<file path="config.mk">
export PLATFORM = sky130hd
export DESIGN_NAME = pcoh_cfg
export DESIGN_NICKNAME = d
export VERILOG_FILES = /design/src/sv/pairwise_coincidence_histogram_unit_defines.svh /design/src/sv/pcoh_pkg.sv /design/src/sv/pcoh_cfg.sv
export SDC_FILE = /design/constraint.sdc
export NUM_CORES = 1
export LEC_CHECK = 0
export BUFFER_PORTS_ARGS = -buffer_cell sky130_fd_sc_hd__buf_2
export CELL_PAD_IN_SITES_DETAIL_PLACEMENT = 0
export CELL_PAD_IN_SITES_GLOBAL_PLACEMENT = 2
export CORE_UTILIZATION = 27
export CTS_BUF_LIST = sky130_fd_sc_hd__clkbuf_2 sky130_fd_sc_hd__clkbuf_4 sky130_fd_sc_hd__clkbuf_8
export CTS_CLUSTER_SIZE = 14
export DETAILED_ROUTE_END_ITERATION = 6
export GPL_TIMING_DRIVEN = 1
export PLACE_DENSITY_LB_ADDON = 0.1
export SYNTH_ARGS = -nofsm -noshare
export SYNTH_HDL_FRONTEND = slang
export SYNTH_SLANG_ARGS = --single-unit
</file>
<file path="constraint.sdc">
create_clock -name clk -period 0.8 [get_ports clk]
set_input_delay 0.16 -clock clk [delete_from_list [all_inputs] [get_ports clk]]
set_output_delay 0.16 -clock clk [all_outputs]
set_load 0.005 [all_outputs]
</file>
<file path="src/sv/pairwise_coincidence_histogram_unit_defines.svh">
// assertion macros used by pcoh_back
`ifndef PAIRWISE_COINCIDENCE_HISTOGRAM_UNIT_DEFINES_SVH
`define PAIRWISE_COINCIDENCE_HISTOGRAM_UNIT_DEFINES_SVH

// same-cycle implication
`define PCOH_ASSERT_IMPL(name, clk_s, rst_s, ante, cons) \
    name: assert property (@(posedge clk_s) disable iff (!rst_s) (ante) |-> (cons)) \
        else $error("pcoh: check failed");

// next-cycle implication
`define PCOH_ASSERT_NEXT(name, clk_s, rst_s, ante, cons) \
    name: assert property (@(posedge clk_s) disable iff (!rst_s) (ante) |=> (cons)) \
        else $error("pcoh: check failed");

`endif

</file>
<file path="src/sv/pcoh_pkg.sv">
`default_nettype none

package pcoh_pkg;

    localparam int MAX_PARAMS       = 8;
    localparam int PARAM_BITS       = 16;
    localparam int AXIS_BITS        = 8;
    localparam int COUNT_BITS       = 16;
    localparam int SHIFT_BITS       = 5;
    localparam int CFG_BITS         = 4;
    localparam int CFG_DATA_BITS    = MAX_PARAMS * SHIFT_BITS;
    localparam int CFG_INDEX_BITS   = 2;
    localparam int IDX_BITS         = $clog2(MAX_PARAMS);
    localparam int POS_BITS         = $clog2(MAX_PARAMS + 1);
    localparam int HIST_ADDR_BITS   = 2 * AXIS_BITS;
    localparam int FUNC_BITS        = 2;
    localparam int CMD_DEPTH_DEF    = 2;
    localparam int RES_DEPTH_DEF    = 2;

    localparam logic [FUNC_BITS-1:0] FUNC_EVENT = 2'd0;
    localparam logic [FUNC_BITS-1:0] FUNC_READ  = 2'd1;
    localparam logic [FUNC_BITS-1:0] FUNC_WRITE = 2'd2;

    localparam logic [CFG_INDEX_BITS-1:0] REG_X_BITS      = 2'd0;
    localparam logic [CFG_INDEX_BITS-1:0] REG_Y_BITS      = 2'd1;
    localparam logic [CFG_INDEX_BITS-1:0] REG_PARAM_COUNT = 2'd2;
    localparam logic [CFG_INDEX_BITS-1:0] REG_SHIFT_TABLE = 2'd3;

    typedef struct packed {
        logic [FUNC_BITS-1:0]  func;
        logic [PARAM_BITS-1:0] param_value;
        logic                  param_valid;
        logic                  last_param;
        logic [AXIS_BITS-1:0]  bin_x;
        logic [AXIS_BITS-1:0]  bin_y;
        logic [COUNT_BITS-1:0] write_value;
    } item_t;

    typedef struct packed {
        logic [COUNT_BITS-1:0] read_value;
        logic                  range_error;
    } result_t;

    // work handed from the front to the back
    typedef struct packed {
        logic [FUNC_BITS-1:0]                   func;
        logic [MAX_PARAMS-1:0][PARAM_BITS-1:0]  values;
        logic [MAX_PARAMS-1:0]                  mask;
        logic [AXIS_BITS-1:0]                   bin_x;
        logic [AXIS_BITS-1:0]                   bin_y;
        logic [COUNT_BITS-1:0]                  write_value;
    } cmd_t;

    // clamped configuration
    typedef struct packed {
        logic [CFG_BITS-1:0]                    x_bits;
        logic [CFG_BITS-1:0]                    y_bits;
        logic [CFG_BITS-1:0]                    param_count;
        logic [MAX_PARAMS-1:0][SHIFT_BITS-1:0]  shift;
    } cfg_t;

endpackage

`default_nettype wire

</file>
<file path="src/sv/pcoh_cfg.sv">
`default_nettype none

module pcoh_cfg (
    input  wire logic                                  clk,
    input  wire logic                                  rst_n,
    input  wire logic                                  cfg_valid,
    output logic                                       cfg_ready,
    input  wire logic [pcoh_pkg::CFG_INDEX_BITS-1:0]   cfg_index,
    input  wire logic [pcoh_pkg::CFG_DATA_BITS-1:0]    cfg_data,
    output pcoh_pkg::cfg_t                             cfg
);

    import pcoh_pkg::*;

    logic [CFG_BITS-1:0]      x_bits_reg, y_bits_reg, param_count_reg;
    logic [CFG_DATA_BITS-1:0] shift_table_reg;

    function automatic logic [CFG_BITS-1:0] clamp(
        input logic [CFG_BITS-1:0] v,
        input logic [CFG_BITS-1:0] lo,
        input logic [CFG_BITS-1:0] hi
    );
        logic [CFG_BITS-1:0] r;
        r = v;
        if (v < lo)
        begin
            r = lo;
        end
        else if (v > hi)
        begin
            r = hi;
        end
        return r;
    endfunction

    assign cfg_ready = 1'b1;

    always_ff @(posedge clk or negedge rst_n)
    begin
        if (!rst_n)
        begin
            x_bits_reg      <= CFG_BITS'(AXIS_BITS);
            y_bits_reg      <= CFG_BITS'(AXIS_BITS);
            param_count_reg <= CFG_BITS'(2);
            shift_table_reg <= '0;
        end
        else if (cfg_valid)
        begin
            unique case (cfg_index)
                REG_X_BITS:      x_bits_reg      <= cfg_data[CFG_BITS-1:0];
                REG_Y_BITS:      y_bits_reg      <= cfg_data[CFG_BITS-1:0];
                REG_PARAM_COUNT: param_count_reg <= cfg_data[CFG_BITS-1:0];
                REG_SHIFT_TABLE: shift_table_reg <= cfg_data;
                default:         ;
            endcase
        end
    end

    always_comb
    begin
        cfg.x_bits      = clamp(x_bits_reg, CFG_BITS'(1), CFG_BITS'(AXIS_BITS));
        cfg.y_bits      = clamp(y_bits_reg, CFG_BITS'(1), CFG_BITS'(AXIS_BITS));
        cfg.param_count = clamp(param_count_reg, CFG_BITS'(2), CFG_BITS'(MAX_PARAMS));
        cfg.shift       = shift_table_reg;
    end

endmodule

`default_nettype wire

</file>
==> results.txt <==
routed via count divided by cell count -> 4.207
critical path class -> reg -> out
worst ir drop on vdd -> 0.7073 mV
final routed DRC violation total -> 0
Detailed Route WL -> 4662 um
count of vias placed by the detailed router -> 1,485
total CTS buffers -> 5
main flop type after synthesis -> dfrtp_1
commonest non-fill, non-tap cell in the layout -> buf_2
grt ovf -> 0
achievable frequency -> 734.2 MHz
leakage power summed over all cells -> 1.685 nW
share of the synthesized netlist area taken by xor and xnor gates -> 0
Setup WS post-layout -> -562.0 ps
total clock sinks -> 52
critical path data required time -> 640 ps
number of endpoints failing setup at the final stage -> 77
final instance area -> 0.003217 sq mm
clock root buffer -> clkbuf_8
run status -> finished with violations
final clock skew -> 0 ps
dominant combinational cell family by area after synthesis -> multiplexers
pin count of the biggest net entering global routing -> 53
number of flip-flops and latches in the synthesized netlist -> 52
Cell Rows -> 31
cell type with the highest aggregate area in the netlist -> dfrtp_1
width of the chip -> 89.02 um
number of flip-flops in the largest register -> 40
arrival time reported for the critical path endpoint -> 1200 ps
adder and majority gate portion of the synthesized area -> 0
register area share after synthesis -> 0.6383
critical path launch point type -> flip-flop
final critical-path required period -> 1362 ps
drt wl/cell -> 13.21 um
clock network latency to the later pin of the worst-skew pair -> 300 ps
period utilisation layout -> 1.703
P per Cell Area -> 2216 mW/mm^2
clock-pin slew on the worst setup and hold paths -> 90 ps
violations in the final reports -> negative setup slack
# port buffers -> 96
post-synth cell types -> 17
number of nets in the layout -> 298
placed cell area -> 0.002848 sq mm
Cells after Synth -> 130
top cell type's share of synthesized area -> 0.5998
layout-stage area growth over the synthesis result -> 57.34%
overall fraction of global-route tracks in use -> 0.1165
total power of the final layout -> 7.127 mW
simple logic cell fraction of the synthesized area -> 0.04039
number of buffers on the longest clock path -> 2
Starting Density -> 0.2804
placeable core region -> 0.007292 sq mm
RSZ-0062 raised after global routing -> yes
max-slew violation count -> 0
layout cell share with drive strength beyond 1 -> 0.7638
number of cells in the design after placement -> 323
post-detailed-route count of antenna-violating nets -> 0
die outline height -> 89.02 um
CTS tree -> built
category of the worst setup path capture point -> output pin
Crit Path Max Fanout -> 3
count of inserted antenna diode cells -> 0
non-filler cells, final -> 353
I/O pin count -> 98
placed wire-length estimate -> 3209 um
number of antenna violations at the first check in global routing -> 0
routability congestion estimate -> 0.6867
commonest non-fill, non-tap cells in the layout -> buf_2 (93), dfrtp_1 (48), mux2_4 (37), buf_6 (15), mux2_2 (14)
max-capacitance violation count -> 0
DRT Pass-1 Iters -> 4
CTS H-Tree Depth -> 2
Hold Path Class -> in -> reg
synthesized netlist net count -> 175
drt initial violations -> 25
cell types occupying the most area after synthesis -> dfrtp_1 (60%), mux2_2 (27%), dfstp_2 (3.9%)
share of synthesized registers carrying an async set or reset -> 1.000
worst hold slack across all endpoints -> 66.56 ps
number of global-route vias before repair -> 1,439
area of the mapped netlist -> 0.002044 sq mm
setup slack, reg-to-reg -> -100 ps
final hold vios -> 0
synthesized area per cell -> 15.73 sq um
multiplexer share of the synthesized area -> 0.2864
DIE AREA -> 0.007924 sq mm
synthesis warning total -> 0
complex-gate fraction of the synthesized area -> 0.01224
number of enable flip-flop cells after synthesis -> 0
wire length of the first global-routing pass -> 6858 um
kinds of logic after synthesis:
logic type / Yosys count
AOI/OAI and AO/OA: 3
buffers and inverters: 9
DFF: 52
muxes: 52
other: 1
and+or+nand+nor: 13
power breakdown:
group          internal, mW  leakage (nW)  switching (mW)
combinational          1.48          1.02           0.642
clock                 0.692        0.0510           0.833
sequential             3.15         0.610           0.332
synth_stat cells, types with 2 or more instances:
| cell type | number |
|---|---|
| buf_2 | 4 |
| clkbuf_1 | 3 |
| dfrtp_1 | 49 |
| dfstp_2 | 3 |
| mux2_1 | 3 |
| mux2_2 | 49 |
| nand3b_1 | 2 |
| nor2_1 | 3 |
| nor2b_1 | 5 |
| o21ba_2 | 2 |
per-stage QoR:
step,setup TNS (ps),utilization,setup WS (ps)
after floorplan,-2358,-,-75.40
after global placement,-14040,0.3905,-292.0
after detailed placement,-14720,0.3905,-308.5
after CTS,-14080,0.4190,-583.2
after global routing,-16950,0.4411,-623.0
final,-13860,0.4411,-562.0
final timing paths:
path	start	to	cells past startpoint
max	param_count_reg[1]	cfg[40]	3
min	cfg_data[22]	shift_table_reg[22]	2
max reg2reg	x_bits_reg[1]	x_bits_reg[1]	2
min reg2reg	shift_table_reg[22]	shift_table_reg[22]	1
max in group asynchronous	rst_n	x_bits_reg[3]	3
min in group asynchronous	rst_n	y_bits_reg[2]	3
layout make-up:
| type | instances | area [sq um] |
|---|---|---|
| repair buffers | 124 | 812.0 |
| inverters | 1 | 3.754 |
| clock buffers | 6 | 82.58 |
| clock inverters | 2 | 10.01 |
| fillers | 710 | 4075 |
| flip-flops and latches | 52 | 1306 |
| well taps | 99 | 123.9 |
| multi-input cells | 69 | 878.3 |
timing repair:
item / 4_1_cts / 5_1_grt
gates resized for setup: 4 / 18
setup endpoints to repair: 57 / 73
pin swaps: 0 / 1
endpoints found under the hold margin: 49 / 0
setup buffers: 12 / 8
hold buffers: 1 / 0
gates cloned: 0 / 1
layer usage:
metal / GRT usage / part of all wire
met1: 0.1337 / 0.41
met2: 0.2091 / 0.54
met3: 0.03047 / 0.046
met4: 0.04329 / 0.0082
met5: 0 / 0
critical path: stages, from the launching register on:
cell     delay [ps]
dfstp_2         560
nor2_2           40
nor3b_2         170
buf_2           140
Power figures use the tool's default switching activity.
