===== config.mk =====
export PLATFORM = sky130hd
export DESIGN_NAME = pcoh_front
export DESIGN_NICKNAME = d
export VERILOG_FILES = /design/src/sv/pairwise_coincidence_histogram_unit_defines.svh /design/src/sv/pcoh_pkg.sv /design/src/sv/pcoh_front.sv
export SDC_FILE = /design/constraint.sdc
export NUM_CORES = 1
export LEC_CHECK = 0
export ABC_AREA = 1
export BUFFER_PORTS_ARGS = -buffer_cell sky130_fd_sc_hd__buf_2
export CORE_MARGIN = 8
export CORE_UTILIZATION = 48
export CTS_CLUSTER_DIAMETER = 40
export DETAILED_ROUTE_END_ITERATION = 16
export GPL_TIMING_DRIVEN = 0
export PLACE_DENSITY = 0.8
export SYNTH_ARGS = -nofsm -noshare
export SYNTH_HDL_FRONTEND = slang
export SYNTH_SLANG_ARGS = --single-unit

===== constraint.sdc =====
create_clock -name clk -period 1.6 [get_ports clk]
set_input_delay 0.08 -clock clk [delete_from_list [all_inputs] [get_ports clk]]
set_output_delay 0.08 -clock clk [all_outputs]
set_load 0.01 [all_outputs]

===== src/sv/pairwise_coincidence_histogram_unit_defines.svh =====
// assertion macros used by pcoh_back
`ifndef PAIRWISE_COINCIDENCE_HISTOGRAM_UNIT_DEFINES_SVH
`define PAIRWISE_COINCIDENCE_HISTOGRAM_UNIT_DEFINES_SVH

// same-cycle implication
`define PCOH_ASSERT_IMPL(name, clk_s, rst_s, ante, cons) \
    name: assert property (@(posedge clk_s) disable iff (!rst_s) (ante) |-> (cons)) \
        else $error("pcoh: check failed");

// next-cycle implication
`define PCOH_ASSERT_NEXT(name, clk_s, rst_s, ante, cons) \
    name: assert property (@(posedge clk_s) disable iff (!rst_s) (ante) |=> (cons)) \
        else $error("pcoh: check failed");

`endif


===== src/sv/pcoh_pkg.sv =====
`default_nettype none

package pcoh_pkg;

    localparam int MAX_PARAMS       = 8;
    localparam int PARAM_BITS       = 16;
    localparam int AXIS_BITS        = 8;
    localparam int COUNT_BITS       = 16;
    localparam int SHIFT_BITS       = 5;
    localparam int CFG_BITS         = 4;
    localparam int CFG_DATA_BITS    = MAX_PARAMS * SHIFT_BITS;
    localparam int CFG_INDEX_BITS   = 2;
    localparam int IDX_BITS         = $clog2(MAX_PARAMS);
    localparam int POS_BITS         = $clog2(MAX_PARAMS + 1);
    localparam int HIST_ADDR_BITS   = 2 * AXIS_BITS;
    localparam int FUNC_BITS        = 2;
    localparam int CMD_DEPTH_DEF    = 2;
    localparam int RES_DEPTH_DEF    = 2;

    localparam logic [FUNC_BITS-1:0] FUNC_EVENT = 2'd0;
    localparam logic [FUNC_BITS-1:0] FUNC_READ  = 2'd1;
    localparam logic [FUNC_BITS-1:0] FUNC_WRITE = 2'd2;

    localparam logic [CFG_INDEX_BITS-1:0] REG_X_BITS      = 2'd0;
    localparam logic [CFG_INDEX_BITS-1:0] REG_Y_BITS      = 2'd1;
    localparam logic [CFG_INDEX_BITS-1:0] REG_PARAM_COUNT = 2'd2;
    localparam logic [CFG_INDEX_BITS-1:0] REG_SHIFT_TABLE = 2'd3;

    typedef struct packed {
        logic [FUNC_BITS-1:0]  func;
        logic [PARAM_BITS-1:0] param_value;
        logic                  param_valid;
        logic                  last_param;
        logic [AXIS_BITS-1:0]  bin_x;
        logic [AXIS_BITS-1:0]  bin_y;
        logic [COUNT_BITS-1:0] write_value;
    } item_t;

    typedef struct packed {
        logic [COUNT_BITS-1:0] read_value;
        logic                  range_error;
    } result_t;

    // work handed from the front to the back
    typedef struct packed {
        logic [FUNC_BITS-1:0]                   func;
        logic [MAX_PARAMS-1:0][PARAM_BITS-1:0]  values;
        logic [MAX_PARAMS-1:0]                  mask;
        logic [AXIS_BITS-1:0]                   bin_x;
        logic [AXIS_BITS-1:0]                   bin_y;
        logic [COUNT_BITS-1:0]                  write_value;
    } cmd_t;

    // clamped configuration
    typedef struct packed {
        logic [CFG_BITS-1:0]                    x_bits;
        logic [CFG_BITS-1:0]                    y_bits;
        logic [CFG_BITS-1:0]                    param_count;
        logic [MAX_PARAMS-1:0][SHIFT_BITS-1:0]  shift;
    } cfg_t;

endpackage

`default_nettype wire


===== src/sv/pcoh_front.sv =====
`default_nettype none

module pcoh_front (
    input  wire logic            clk,
    input  wire logic            rst_n,
    input  wire logic            push,
    output logic                 full,
    input  wire pcoh_pkg::item_t item,
    input  wire logic            clearing,
    input  wire logic            cmd_full,
    output logic                 cmd_push,
    output pcoh_pkg::cmd_t       cmd_data
);

    import pcoh_pkg::*;

    logic [MAX_PARAMS-1:0][PARAM_BITS-1:0] values_reg, values_next;
    logic [MAX_PARAMS-1:0]                 mask_reg, mask_next, mask_upd;
    logic [POS_BITS-1:0]                   pos_reg, pos_next;
    logic                                  accept;

    assign full   = cmd_full || clearing;
    assign accept = push && !full;

    always_comb
    begin
        values_next = values_reg;
        mask_upd    = mask_reg;
        pos_next    = pos_reg;
        cmd_push    = 1'b0;
        if (accept)
        begin
            case (item.func) inside
                FUNC_EVENT:
                begin
                    // positions past the end are dropped, the last mark still counts
                    if (pos_reg < POS_BITS'(MAX_PARAMS))
                    begin
                        values_next[pos_reg[IDX_BITS-1:0]] = item.param_value;
                        if (item.param_valid)
                        begin
                            mask_upd[pos_reg[IDX_BITS-1:0]] = 1'b1;
                        end
                        pos_next = pos_reg + 1'b1;
                    end
                    if (item.last_param)
                    begin
                        cmd_push = 1'b1;
                        pos_next = '0;
                    end
                end
                FUNC_READ, FUNC_WRITE:
                begin
                    cmd_push = 1'b1;
                end
                default: ;
            endcase
        end
        mask_next = (cmd_push && item.func == FUNC_EVENT) ? '0 : mask_upd;

        cmd_data.func        = item.func;
        cmd_data.values      = values_next;
        cmd_data.mask        = mask_upd;
        cmd_data.bin_x       = item.bin_x;
        cmd_data.bin_y       = item.bin_y;
        cmd_data.write_value = item.write_value;
    end

    always_ff @(posedge clk or negedge rst_n)
    begin
        if (!rst_n)
        begin
            mask_reg <= '0;
            pos_reg  <= '0;
        end
        else
        begin
            mask_reg <= mask_next;
            pos_reg  <= pos_next;
        end
    end

    always_ff @(posedge clk)
    begin
        values_reg <= values_next;
    end

endmodule

`default_nettype wire


==> results by group <==
Setup path
  • Critical Path End Type: output port
  • WS Path Type: reg2out
  • Critical R2R Capture: values_reg[99]$_DFF_P_
  • Reg2reg path depth: 13
  • Critical path's top delay family: simple AND/OR/NAND/NOR gates
  • Crit Reg-Reg Startpoint: pos_reg[0]$_DFFE_PN0P_
  • Crit-path cells: nand3_2 -> buf_12 -> nor2_8 -> nand2_8 -> buf_8 -> nand2_1 -> nand2_1 -> buf_2
  • Slowest Stage Delay on Critical Path: 0.39 ns
  • Worst Path Required: ~1.5 ns
  • Worst path arrival time: about 2.0 ns
  • R2R Setup Slk: -0.37 ns
  • Crit path top cell by count: nand2_1
  • CP Launch Type: flip-flop
  • Buf/Inv on CP: 3
  • Slowest CP cell: dfrtp_1
  • Crit-path max FO: 10

Drt
  • DR vias/cell: a little over 6
  • Met2 WL: 14,700 um
  • DRC errors left: 0
  • WL met1: a little over 10,000 um
  • Drt first-iter violations: 861
  • Vias post-DR: 7,161
  • DRT Wirelength: 31,300 um
  • ANT nets after route: 0
  • Top Layer Used: met4
  • Drt wl/cell: 26.8 um
  • Met3 routed WL: 3480 um
  • Pre-antenna DRT Iters: 6

CTS
  • CTS H-tree depth: 4
  • Clk sinks: 140
  • Clock tree buffer depth: 2
  • CTS tree: built
  • Worst skew pair latency: ~0.43 ns
  • Num CTS Buffers: 17
  • Worst-path clk slew: roughly 0.070 ns
  • CTS root buf: clkbuf_16

Synthesis
  • Distinct cells, synth: 21
  • Total of warnings raised by yosys: 0
  • Synth Area in Adders: less than 1%
  • Flops & latches, synth: 140
  • Synth top area share: 45.6%
  • XOR/XNOR Fraction of Synth Area: 0%
  • Synth area leader: dfxtp_1
  • Synth area leaders: dfxtp_1 46%, nand2_1 19%, nand3_1 9.2%
  • Mapped cell area: 5620 um2
  • Sequential-to-total area share from yosys stat: between 50% and 60%
  • Simple-gate share of the synthesized area: around 33%
  • Cells after Synth: 696
  • Most used DFF post-synth: dfxtp_1
  • Mux cell area share after synthesis: 0%
  • Post-Syn Nets: 755
  • Syn Area/Cell: 8.07 um2
  • Main combinational cell family by area after synthesis: simple AND/OR/NAND/NOR gates
  • Top post-synthesis cells by count: 277 x nand2_1, 128 x dfxtp_1, 103 x nand3_1, 47 x buf_4, 36 x o21ai_0
  • Synth Area in Compound Gates: roughly 4.1%
  • Post-synth EDFFs: 0
  • Most frequent cell after synthesis: nand2_1
  • Asr flop ratio synth: 8.57%

Floorplan
  • IO Count: 229
  • Initial Utilization: 49.2%
  • Core area: 11,400 um2
  • Chip Width: 124 um
  • Cell row count: 39
  • Die H: 124 um
  • Die footprint: 15,400 um2

Pwr
  • Max VDD drop: 0.00171 V
  • Comb pwr share: approximately 22%
  • Sw Ratio: a little under a third
  • Leak: ~0.0051 uW
  • Clock power share: 40.1%
  • Power Dens Cells: between 900 and 1000 nW/um2
  • Net Switching: 3160 uW
  • Sequential Power Share: 37.5%
  • Int Pwr: 7240 uW

Finish
  • # diodes: 0
  • FILL cells: 385
  • P&R area growth vs syn: 87.0%
  • Number of flip-flops in the largest register: 128
  • Layout Nets: ~1,100
  • Design area: 10,500 um2
  • Finished Layout Cells: 1,169
  • Layout cells sized above 1: 65.9%

Worst hold path
  • Hold/Removal Path Class: in2async

Timing
  • Setup TNS Final: -52.45 ns
  • Worst Tran Pin Value: 1.03 ns
  • Period Utilization, post-route: 132%
  • Fin crit period: around 2.1 ns
  • WHS: 0.0577 ns
  • Unrepaired setup endpoints after global routing: true
  • Clk_skew: between 0.01 and 0.015 ns
  • Fin worst setup slack: -0.508 ns
  • Fin. max-slew vios: 0
  • Max Fclk: roughly 0.47 GHz
  • Final Hold Vio Count: 0
  • Rel. slew slack: between 30% and 40%
  • Endpoints failing setup: 150

GRT
  • Global-route wire length before repair: 33,200 um
  • GRT Residual Overflow: 0
  • Vias in the first global route: 6,210
  • Antenna violations before repair: 0
  • Overall routing resource usage: approximately 28%
  • Largest net degree at the start of global routing: 17

Placement
  • Gpl congestion: 0.817
  • Placed instance area: 6700 um2
  • Pre-CTS setup slack: -0.0905 ns
  • DP HPWL: about 13,000 um
  • Placed insts: 1,019
  • I/O Buffers: 180

Status
  • Failing checks: setup timing
  • Status: finished, violations left

Run
  • Max Cap Violations: 0
## how the worst max path moves through the flow
stage                                      start                     end  slack (ns)  cells after the start
after global routing      pos_reg[0]$_DFFE_PN0P_           cmd_data[141]       -0.58                      9
final                     pos_reg[0]$_DFFE_PN0P_           cmd_data[102]       -0.51                      8
after global placement    pos_reg[0]$_DFFE_PN0P_           cmd_data[138]       -0.07                      8
after detailed placement  pos_reg[0]$_DFFE_PN0P_           cmd_data[115]       -0.09                      9
after floorplan           pos_reg[1]$_DFFE_PN0P_  values_reg[70]$_DFF_P_        0.20                      7
after CTS                 pos_reg[0]$_DFFE_PN0P_           cmd_data[147]       -0.33                      9
## through the flow
stage	total power (uW)	util, %
after floorplan	4700	-
after global placement	5160	58.7
after detailed placement	5200	58.7
after CTS	9570	77.1
after global routing	10600	92.0
final	10400	92.0
## per-layer routing
metal	up-vias	global-route usage, %
li1	2826	-
met1	3389	31.7
met2	690	47.4
met3	256	9.52
met4	0	13.9
met5	-	0
## cells by family (layout without fill, tap and decap cells)
kind of cell | count (synthesis) | in the layout
flip-flops | 140 | 140
AO/OA/AOI/OAI | 46 | 46
AND/OR/NAND/NOR | 407 | 408
adder cells (fa/ha/maj) | 2 | 2
buffers and inverters | 101 | 430
## area by class of cell
class                           instances  area, um2  share of cell area, %
Sequential cell                       140       2870                   27.3
Clock buffer                           18        429                   4.08
Clock inverter                         14        171                   1.63
Inverter                               19       78.8                  0.750
Buffer                                 81        754                   7.18
Tap cell                              143        179                   1.70
Timing Repair Buffer                  298       2800                   26.6
Multi-Input combinational cell        456       3230                   30.7
## repair_timing
item,4_1_cts,5_1_grt
cloned,11,4
hold buffers,1,0
gates resized for setup,224,370
pin swaps,36,65
endpoints found under the hold margin,12,0
endpoints found under the setup margin,138,149
setup buffers,73,41
## power groups by stage
stage	combinational, uW	sequential (uW)	clock, uW
floorplan	816	3890	0
global placement	1260	3900	0
detailed placement	1290	3910	0
CTS	1700	3850	4020
global route	2430	3900	4290
finish	2330	3890	4170
## placed cells by master, fill, tap and decap left out, types with 11 or more instances in the layout
cell / count
nand2_2: 146
o21ai_1: 18
buf_4: 102
buf_6: 160
clkbuf_16: 20
nand3_1: 80
buf_2: 79
dfxtp_1: 128
nand2_4: 72
nand3_2: 19
buf_12: 11
buf_8: 12
nand2_1: 64
inv_1: 14
Power figures use the tool's default switching activity.
