--- config.mk ---
export PLATFORM = sky130hd
export DESIGN_NAME = pcoh_fifo
export DESIGN_NICKNAME = d
export VERILOG_FILES = /design/src/sv/pairwise_coincidence_histogram_unit_defines.svh /design/src/sv/pcoh_fifo.sv
export SDC_FILE = /design/constraint.sdc
export NUM_CORES = 1
export LEC_CHECK = 0
export BUFFER_PORTS_ARGS = -buffer_cell sky130_fd_sc_hd__buf_2
export CAP_MARGIN = 40
export CORE_AREA = 2 2 39 41
export CTS_CLUSTER_DIAMETER = 100
export DETAILED_ROUTE_END_ITERATION = 8
export DIE_AREA = 0 0 41 43
export SETUP_SLACK_MARGIN = 0.02
export SLEW_MARGIN = 30
export SYNTH_ARGS = -nofsm -noshare
export SYNTH_HDL_FRONTEND = slang
export SYNTH_SLANG_ARGS = --single-unit
--- constraint.sdc ---
create_clock -name clk -period 2.9 [get_ports clk]
set_clock_uncertainty 0.1 [all_clocks]
set_input_delay 0 -clock clk [delete_from_list [all_inputs] [get_ports clk]]
set_output_delay 0 -clock clk [all_outputs]
set_load 0.01 [all_outputs]
--- src/sv/pairwise_coincidence_histogram_unit_defines.svh ---
// assertion macros used by pcoh_back
`ifndef PAIRWISE_COINCIDENCE_HISTOGRAM_UNIT_DEFINES_SVH
`define PAIRWISE_COINCIDENCE_HISTOGRAM_UNIT_DEFINES_SVH

// same-cycle implication
`define PCOH_ASSERT_IMPL(name, clk_s, rst_s, ante, cons) \
    name: assert property (@(posedge clk_s) disable iff (!rst_s) (ante) |-> (cons)) \
        else $error("pcoh: check failed");

// next-cycle implication
`define PCOH_ASSERT_NEXT(name, clk_s, rst_s, ante, cons) \
    name: assert property (@(posedge clk_s) disable iff (!rst_s) (ante) |=> (cons)) \
        else $error("pcoh: check failed");

`endif

--- src/sv/pcoh_fifo.sv ---
`default_nettype none

module pcoh_fifo #(
    parameter int WIDTH = 1,
    parameter int DEPTH = 2
) (
    input  wire logic             clk,
    input  wire logic             rst_n,
    input  wire logic             push,
    input  wire logic [WIDTH-1:0] wdata,
    output logic                  full,
    input  wire logic             pop,
    output logic      [WIDTH-1:0] rdata,
    output logic                  empty
);

    localparam int PTR_BITS = (DEPTH > 1) ? $clog2(DEPTH) : 1;
    localparam int CNT_BITS = $clog2(DEPTH + 1);

    logic [WIDTH-1:0]    mem_reg [DEPTH];
    logic [PTR_BITS-1:0] wr_ptr_reg, wr_ptr_next;
    logic [PTR_BITS-1:0] rd_ptr_reg, rd_ptr_next;
    logic [CNT_BITS-1:0] count_reg, count_next;
    logic                do_push, do_pop;

    assign full    = (count_reg == CNT_BITS'(DEPTH));
    assign empty   = (count_reg == '0);
    assign do_push = push && !full;
    assign do_pop  = pop && !empty;
    assign rdata   = mem_reg[rd_ptr_reg];

    always_comb
    begin
        wr_ptr_next = wr_ptr_reg;
        rd_ptr_next = rd_ptr_reg;
        count_next  = count_reg;
        if (do_push)
        begin
            wr_ptr_next = (wr_ptr_reg == PTR_BITS'(DEPTH - 1)) ? '0 : wr_ptr_reg + 1'b1;
        end
        if (do_pop)
        begin
            rd_ptr_next = (rd_ptr_reg == PTR_BITS'(DEPTH - 1)) ? '0 : rd_ptr_reg + 1'b1;
        end
        if (do_push && !do_pop)
        begin
            count_next = count_reg + 1'b1;
        end
        else if (do_pop && !do_push)
        begin
            count_next = count_reg - 1'b1;
        end
    end

    always_ff @(posedge clk or negedge rst_n)
    begin
        if (!rst_n)
        begin
            wr_ptr_reg <= '0;
            rd_ptr_reg <= '0;
            count_reg  <= '0;
        end
        else
        begin
            wr_ptr_reg <= wr_ptr_next;
            rd_ptr_reg <= rd_ptr_next;
            count_reg  <= count_next;
        end
    end

    always_ff @(posedge clk)
    begin
        if (do_push)
        begin
            mem_reg[wr_ptr_reg] <= wdata;
        end
    end

endmodule

`default_nettype wire

==> results of run 1 <==
## cell usage in the layout (no fill, tap or decap)
cell type / n
nand2_1: 1
inv_1: 2
edfxtp_1: 2
xor2_1: 2
xnor2_1: 3
ha_1: 1
nand2b_1: 1
buf_2: 7
dfrtp_1: 4
mux2_2: 1
clkbuf_4: 3
o21ai_1: 1
and3_1: 1
dlygate4sd3_1: 6
clkbuf_1: 1
nor2_1: 3
## worst max path at each step
stage / slack [ns] / cells past startpoint / endpoint
2_1_floorplan: 1.44 / 6 / count_reg[1]
3_3_place_gp: 1.35 / 6 / count_reg[1]
3_5_place_dp: 1.34 / 6 / count_reg[1]
4_1_cts: 1.32 / 6 / count_reg[1]
5_1_grt: 1.23 / 6 / count_reg[1]
6_report: 1.33 / 6 / count_reg[1]
## critical path, cell delays in order, from the launching register on
cell	delay, ns
dfrtp_1	0.42
nand2b_1	0.21
nand2_1	0.14
inv_1	0.06
ha_1	0.30
nor2_1	0.13
xor2_1	0.15
## logic make-up (layout without fill, tap and decap cells)
| kind of cell | after synthesis | in the layout | share of synthesized area [%] |
|---|---|---|---|
| adder cells (fa/ha/maj) | 1 | 1 | 4.67 |
| AND/OR/NAND/NOR | 6 | 6 | 10.3 |
| multiplexers | 1 | 1 | 4.21 |
| XOR/XNOR | 5 | 5 | 16.4 |
| AO/OA/AOI/OAI | 1 | 1 | 1.87 |
| flip-flops | 6 | 6 | 59.8 |
| buffers and inverters | 2 | 19 | 2.80 |
## area by class of cell
class	instances	share of cell area, %
sequential	6	39.1
inverter	2	1.83
clock buffer	4	6.42
tap	16	4.89
timing repair buffer	13	23.2
multi-input combinational	14	24.5
## Yosys cell counts
cell	n
xnor2_1	3
ha_1	1
and3_1	1
dfrtp_1	4
xor2_1	2
inv_1	2
nand2_1	1
edfxtp_1	2
o21ai_1	1
nor2_1	3
nand2b_1	1
mux2_2	1
## where the power goes
part	total (mW)	internal (mW)	switching [mW]	leakage, nW
clock network	0.0838	0.0522	0.0316	0.0150
logic	0.147	0.0800	0.0666	0.115
registers	0.159	0.127	0.0316	0.0652
total	0.389	0.259	0.130	0.195
## metrics by stage
stage | util (%) | total power [mW] | cells
global placement | 23.3 | 0.299 | 45
detailed placement | 23.3 | 0.301 | 45
CTS | 29.6 | 0.394 | 55
global route | 29.6 | 0.424 | 55
floorplan | - | 0.262 | 22
finish | 29.6 | 0.389 | 55
## layer usage
metal	global-route usage, %	share of wire [%]	vias to the layer above
met4	6.00	0	0
li1	-	-	105
met2	8.75	43	4
met3	3.14	6.5	0
met5	0	0	-
met1	7.54	51	96
## repair_timing
| item | CTS | global route |
|---|---|---|
| resized for setup | 0 | 0 |
| hold endpoints to repair | 8 | 0 |
| hold buffers | 6 | 0 |
==> results.ini, run 1 <==
[cts]
clock_tree.buffer_depth = 2
cts_sinks = 6
htreeDepth = 1
cts_tree = built
cts_buffers = 3
cts_setup_buffers = 0
cts_root_buffer = clkbuf_4
clk_latency_ns = 0.24
clk_pin_slew_ns = 0.05

[die]
start_util_pct = 19.3
die_w_um = 41
fp.dieH_um = 43
io_pins = 8
rows = 14
die_area_mm2 = 0.00176
core_mm2 = 0.00138

[final_layout]
seq_area_um2 = 160
num-fill-cells = 149
insertedDiodeCount = 0
syn2layout_area_growth_pct = 52.8
final_cell_area_um2 = 409
multi_input_area_um2 = 100
drive_above_1_share_pct = 28.2
final_nets = 46

[pwr]
vdd_drop_max_mv = 0.265
p_leak_nw = 0.195
power_density_mw_per_mm2 = 951

[synth]
syn-num-nets = 28
synth_top_area_share_pct = 37.4
ys_ff_latch = 6
ys_seq_area_share_pct = 59.8
syn_avg_cell_area_um2 = 12.2
synth_top_area_cell = dfrtp_1
synthTopCellsByArea = dfrtp_1, edfxtp_1, xnor2_1
syn_inst = 22
yosysUniqueCellTypes = 12
ys_warn_count = 0
mappedNetlistArea_um2 = 268

[critical_path]
setup.worst_path.end_class = register
rr_endpoint = count_reg[1]
crit_start = count_reg[0]
reg2regPathDepth = 6
critical_path_arrival_ns = 1.63
cp-start-kind = register
required_ns = 2.96
r2r_start = count_reg[0]
crit_fanout = 5
r2r_setup_slack_ns = 1.33
critPathKind = reg -> reg

[worst_hold_path]
min-delay-start = wdata
whs_path_depth = 2
worstHoldEndpoint = mem_reg[0]
worstHoldPathType = in -> reg

[routing]
drc = 0
routed_via_density = 3.73
first_pass_iters = 4
drt-initial-drc-count = 9
routed_wl_um = 430
drtAntennaViolNets = 0
wire_per_inst_um = 7.82
vias = 205

[sta]
tns_ns = 0
min_period_over_period_pct = 54.2
relSlewSlack_pct = 86.2
whs_ns = 0.380
hold_viol_final = 0
tightest_slew_ns = 0.206
clock.fmax_mhz = 636
slew_viol_final = 0
fin_ws_ns = 1.33
setup_violations = 0
min_period_ns = 1.57
rsz0062_at_grt = no

[place]
dp_slack_ns = 1.34
placed_cell_area_um2 = 323
gp_congestion = 0.675
port_buffers = 7

[global_route]
track_usage_pct = 6.67
grt.overflow.total = 0
grt_max_degree = 6
grt_pass1_vias = 195
grt_pass1_wl_um = 752
antenna_found_initial = 0

[flow_run]
drv_cap = 0

[run_status]
status = complete, no violations

Note: power is estimated with default switching activity, not from simulation.
==> run 2: changes to the inputs <==
==> constraint.sdc (replaced) <==
create_clock -name clk -period 1.3 [get_ports clk]
set_clock_uncertainty 0.1 [all_clocks]
set_input_delay 0 -clock clk [delete_from_list [all_inputs] [get_ports clk]]
set_output_delay 0 -clock clk [all_outputs]
set_load 0.01 [all_outputs]
==> results.ini, run 2 (synthesis results as in run 1) <==
[sta]
min_period_over_period_pct = 106  ; was 54.2%
hold_viol_final = 0  ; unchanged
rsz0062_at_grt = yes  ; was no
min_period_ns = 1.38  ; was 1.57 ns
tightest_slew_ns = 0.200  ; was 0.206 ns
tns_ns = -0.0771  ; was 0 ns
setup_violations = 1  ; was 0
relSlewSlack_pct = 86.6  ; was 86.2%
slew_viol_final = 0  ; unchanged
clock.fmax_mhz = 726  ; was 636 MHz
fin_ws_ns = -0.0771  ; was 1.33 ns

[critical_path]
crit_start = count_reg[1]  ; was count_reg[0]
path_depth = 5  ; was 6
crit_fanout = 3  ; was 5
setup.worst_path.end_class = register  ; unchanged
critPathMaxStageDelay_ns = 0.43  ; was 0.42 ns
r2r_setup_slack_ns = -0.08  ; was 1.33 ns
critical_path_arrival_ns = 1.40  ; was 1.63 ns
critPathTopFamily = flip-flops  ; was simple AND/OR/NAND/NOR gates
r2r_start = count_reg[1]  ; was count_reg[0]
endpoint = count_reg[1]  ; unchanged
critPathKind = reg -> reg  ; unchanged
required_ns = 1.33  ; was 2.96 ns
rr_endpoint = count_reg[1]  ; unchanged
crit_top_cell = xor2_1
reg2regPathDepth = 5  ; was 6
cp_cell_sequence = o21ai_2 -> ha_4 -> xor2_1 -> nor2_1 -> xor2_1  ; was nand2b_1 -> nand2_1 -> inv_1 -> ha_1 -> nor2_1 -> xor2_1
cp-start-kind = register  ; unchanged
slowest_stage = dfrtp_1  ; unchanged
critPathBufInv = 0  ; was 1

[routing]
routed_wl_um = 575  ; was 430 µm
drtAntennaViolNets = 0  ; unchanged
vias = 220  ; was 205
first_pass_iters = 2  ; was 4
wire_per_inst_um = 10.1  ; was 7.82 µm
routed_via_density = 3.86  ; was 3.73
drc = 0  ; unchanged
drt-initial-drc-count = 5  ; was 9

[final_layout]
mostFrequentLayoutCells = buf_2, buf_4, dfrtp_1  ; was buf_2, dlygate4sd3_1, dfrtp_1
final_common_cell = buf_2  ; unchanged
syn2layout_area_growth_pct = 68.7  ; was 52.8%
insertedDiodeCount = 0  ; unchanged
final_cells = 57  ; was 55
final_nets = 49  ; was 46
drive_above_1_share_pct = 53.7  ; was 28.2%

[pwr]
power_density_mw_per_mm2 = 2300  ; was 951 mW/mm²
p_leak_nw = 0.218  ; was 0.195 nW
vdd_drop_max_mv = 0.468  ; was 0.265 mV

[run_status]
violations = setup timing
status = complete, but fails checks  ; was complete, no violations

[cts]
cts_sinks = 6  ; unchanged
cts_root_buffer = clkbuf_4  ; unchanged
clk_pin_slew_ns = 0.04  ; was 0.05 ns
cts_tree = built  ; unchanged
clk_latency_ns = 0.24  ; about the same
cts_buffers = 3  ; unchanged
htreeDepth = 1  ; unchanged
clock_tree.buffer_depth = 2  ; unchanged

[die]
die_area_mm2 = 0.00176  ; unchanged
start_util_pct = 19.3  ; unchanged
fp.dieH_um = 43  ; unchanged
io_pins = 8  ; unchanged
rows = 14  ; unchanged
core_mm2 = 0.00138  ; unchanged
die_w_um = 41  ; unchanged

[global_route]
antenna_found_initial = 0  ; unchanged
track_usage_pct = 8.27  ; was 6.67%
grt.overflow.total = 0  ; unchanged
grt_pass1_wl_um = 848  ; was 752 µm
grt_pass1_vias = 219  ; was 195
grt_max_degree = 5  ; was 6

[worst_hold_path]
worstHoldPathType = in -> reg  ; unchanged

[place]
dp_cells = 50  ; was 45
port_buffers = 7  ; unchanged
gp_congestion = 0.661  ; was 0.675

[flow_run]
drv_cap = 0  ; unchanged

## run 2: worst min-delay path by stage
stage	startpoint	end	slack [ns]	cells after the start
after floorplan	rst_n	count_reg[0]	-0.40	0
after CTS	push	wr_ptr_reg	0.04	4
after global placement	rst_n	rd_ptr_reg	-0.29	1
after detailed placement	rst_n	rd_ptr_reg	-0.29	1
after global routing	push	mem_reg[1]	0.05	2
final	push	wr_ptr_reg	0.04	4
## run 2: layout make-up
class | instances | area [µm²]
well taps | 16 | 20.0
fillers | 144 | 932
repair buffers | 16 | 110
inverters | 2 | 7.51
multi-input cells | 14 | 131
flip-flops and latches | 6 | 160
clock buffers | 3 | 22.5
## run 2: layer usage
layer  global-route usage (%)  wire, µm  up-vias
met3                     1.57        18        4
li1                         -         -      109
met2                     13.1       327        8
met1                     6.21       199       99
met5                        0         0        -
met4                     12.0        30        0
## run 2: timing repair
item                                    CTS  global route
hold buffers                              3             0
pin swaps                                 3             0
buffers inserted                          1             0
gates resized for setup                   2             0
endpoints found under the hold margin     6             0
endpoints found under the setup margin    2             1
## run 2: power by group
| group | switching, mW | total [mW] | leakage (nW) | internal (mW) |
|---|---|---|---|---|
| logic | 0.206 | 0.511 | 0.139 | 0.304 |
| registers | 0.0769 | 0.361 | 0.0652 | 0.284 |
| clock network | 0.0638 | 0.168 | 0.0138 | 0.104 |
| total | 0.347 | 1.04 | 0.218 | 0.693 |
## run 2: worst reg2reg max path: stages, from the launching register on
cell and delay (ns):
dfrtp_1 0.43, o21ai_2 0.21, ha_4 0.16, xor2_1 0.15, nor2_1 0.07, xor2_1 0.13
## run 2: per-stage QoR
| stage | total power, mW | util (%) | hold WS [ns] | area, µm² | setup slack, ns |
|---|---|---|---|---|---|
| 2_1_floorplan | 0.629 | - | -0.396 | 285 | -0.0850 |
| 3_3_place_gp | 0.810 | 27.3 | -0.287 | 378 | -0.0852 |
| 3_5_place_dp | 0.822 | 27.3 | -0.287 | 378 | -0.148 |
| 4_1_cts | 1.04 | 32.6 | 0.0415 | 452 | -0.0693 |
| 5_1_grt | 1.13 | 32.6 | 0.0475 | 452 | -0.145 |
| 6_report | 1.04 | 32.6 | 0.0441 | 452 | -0.0771 |
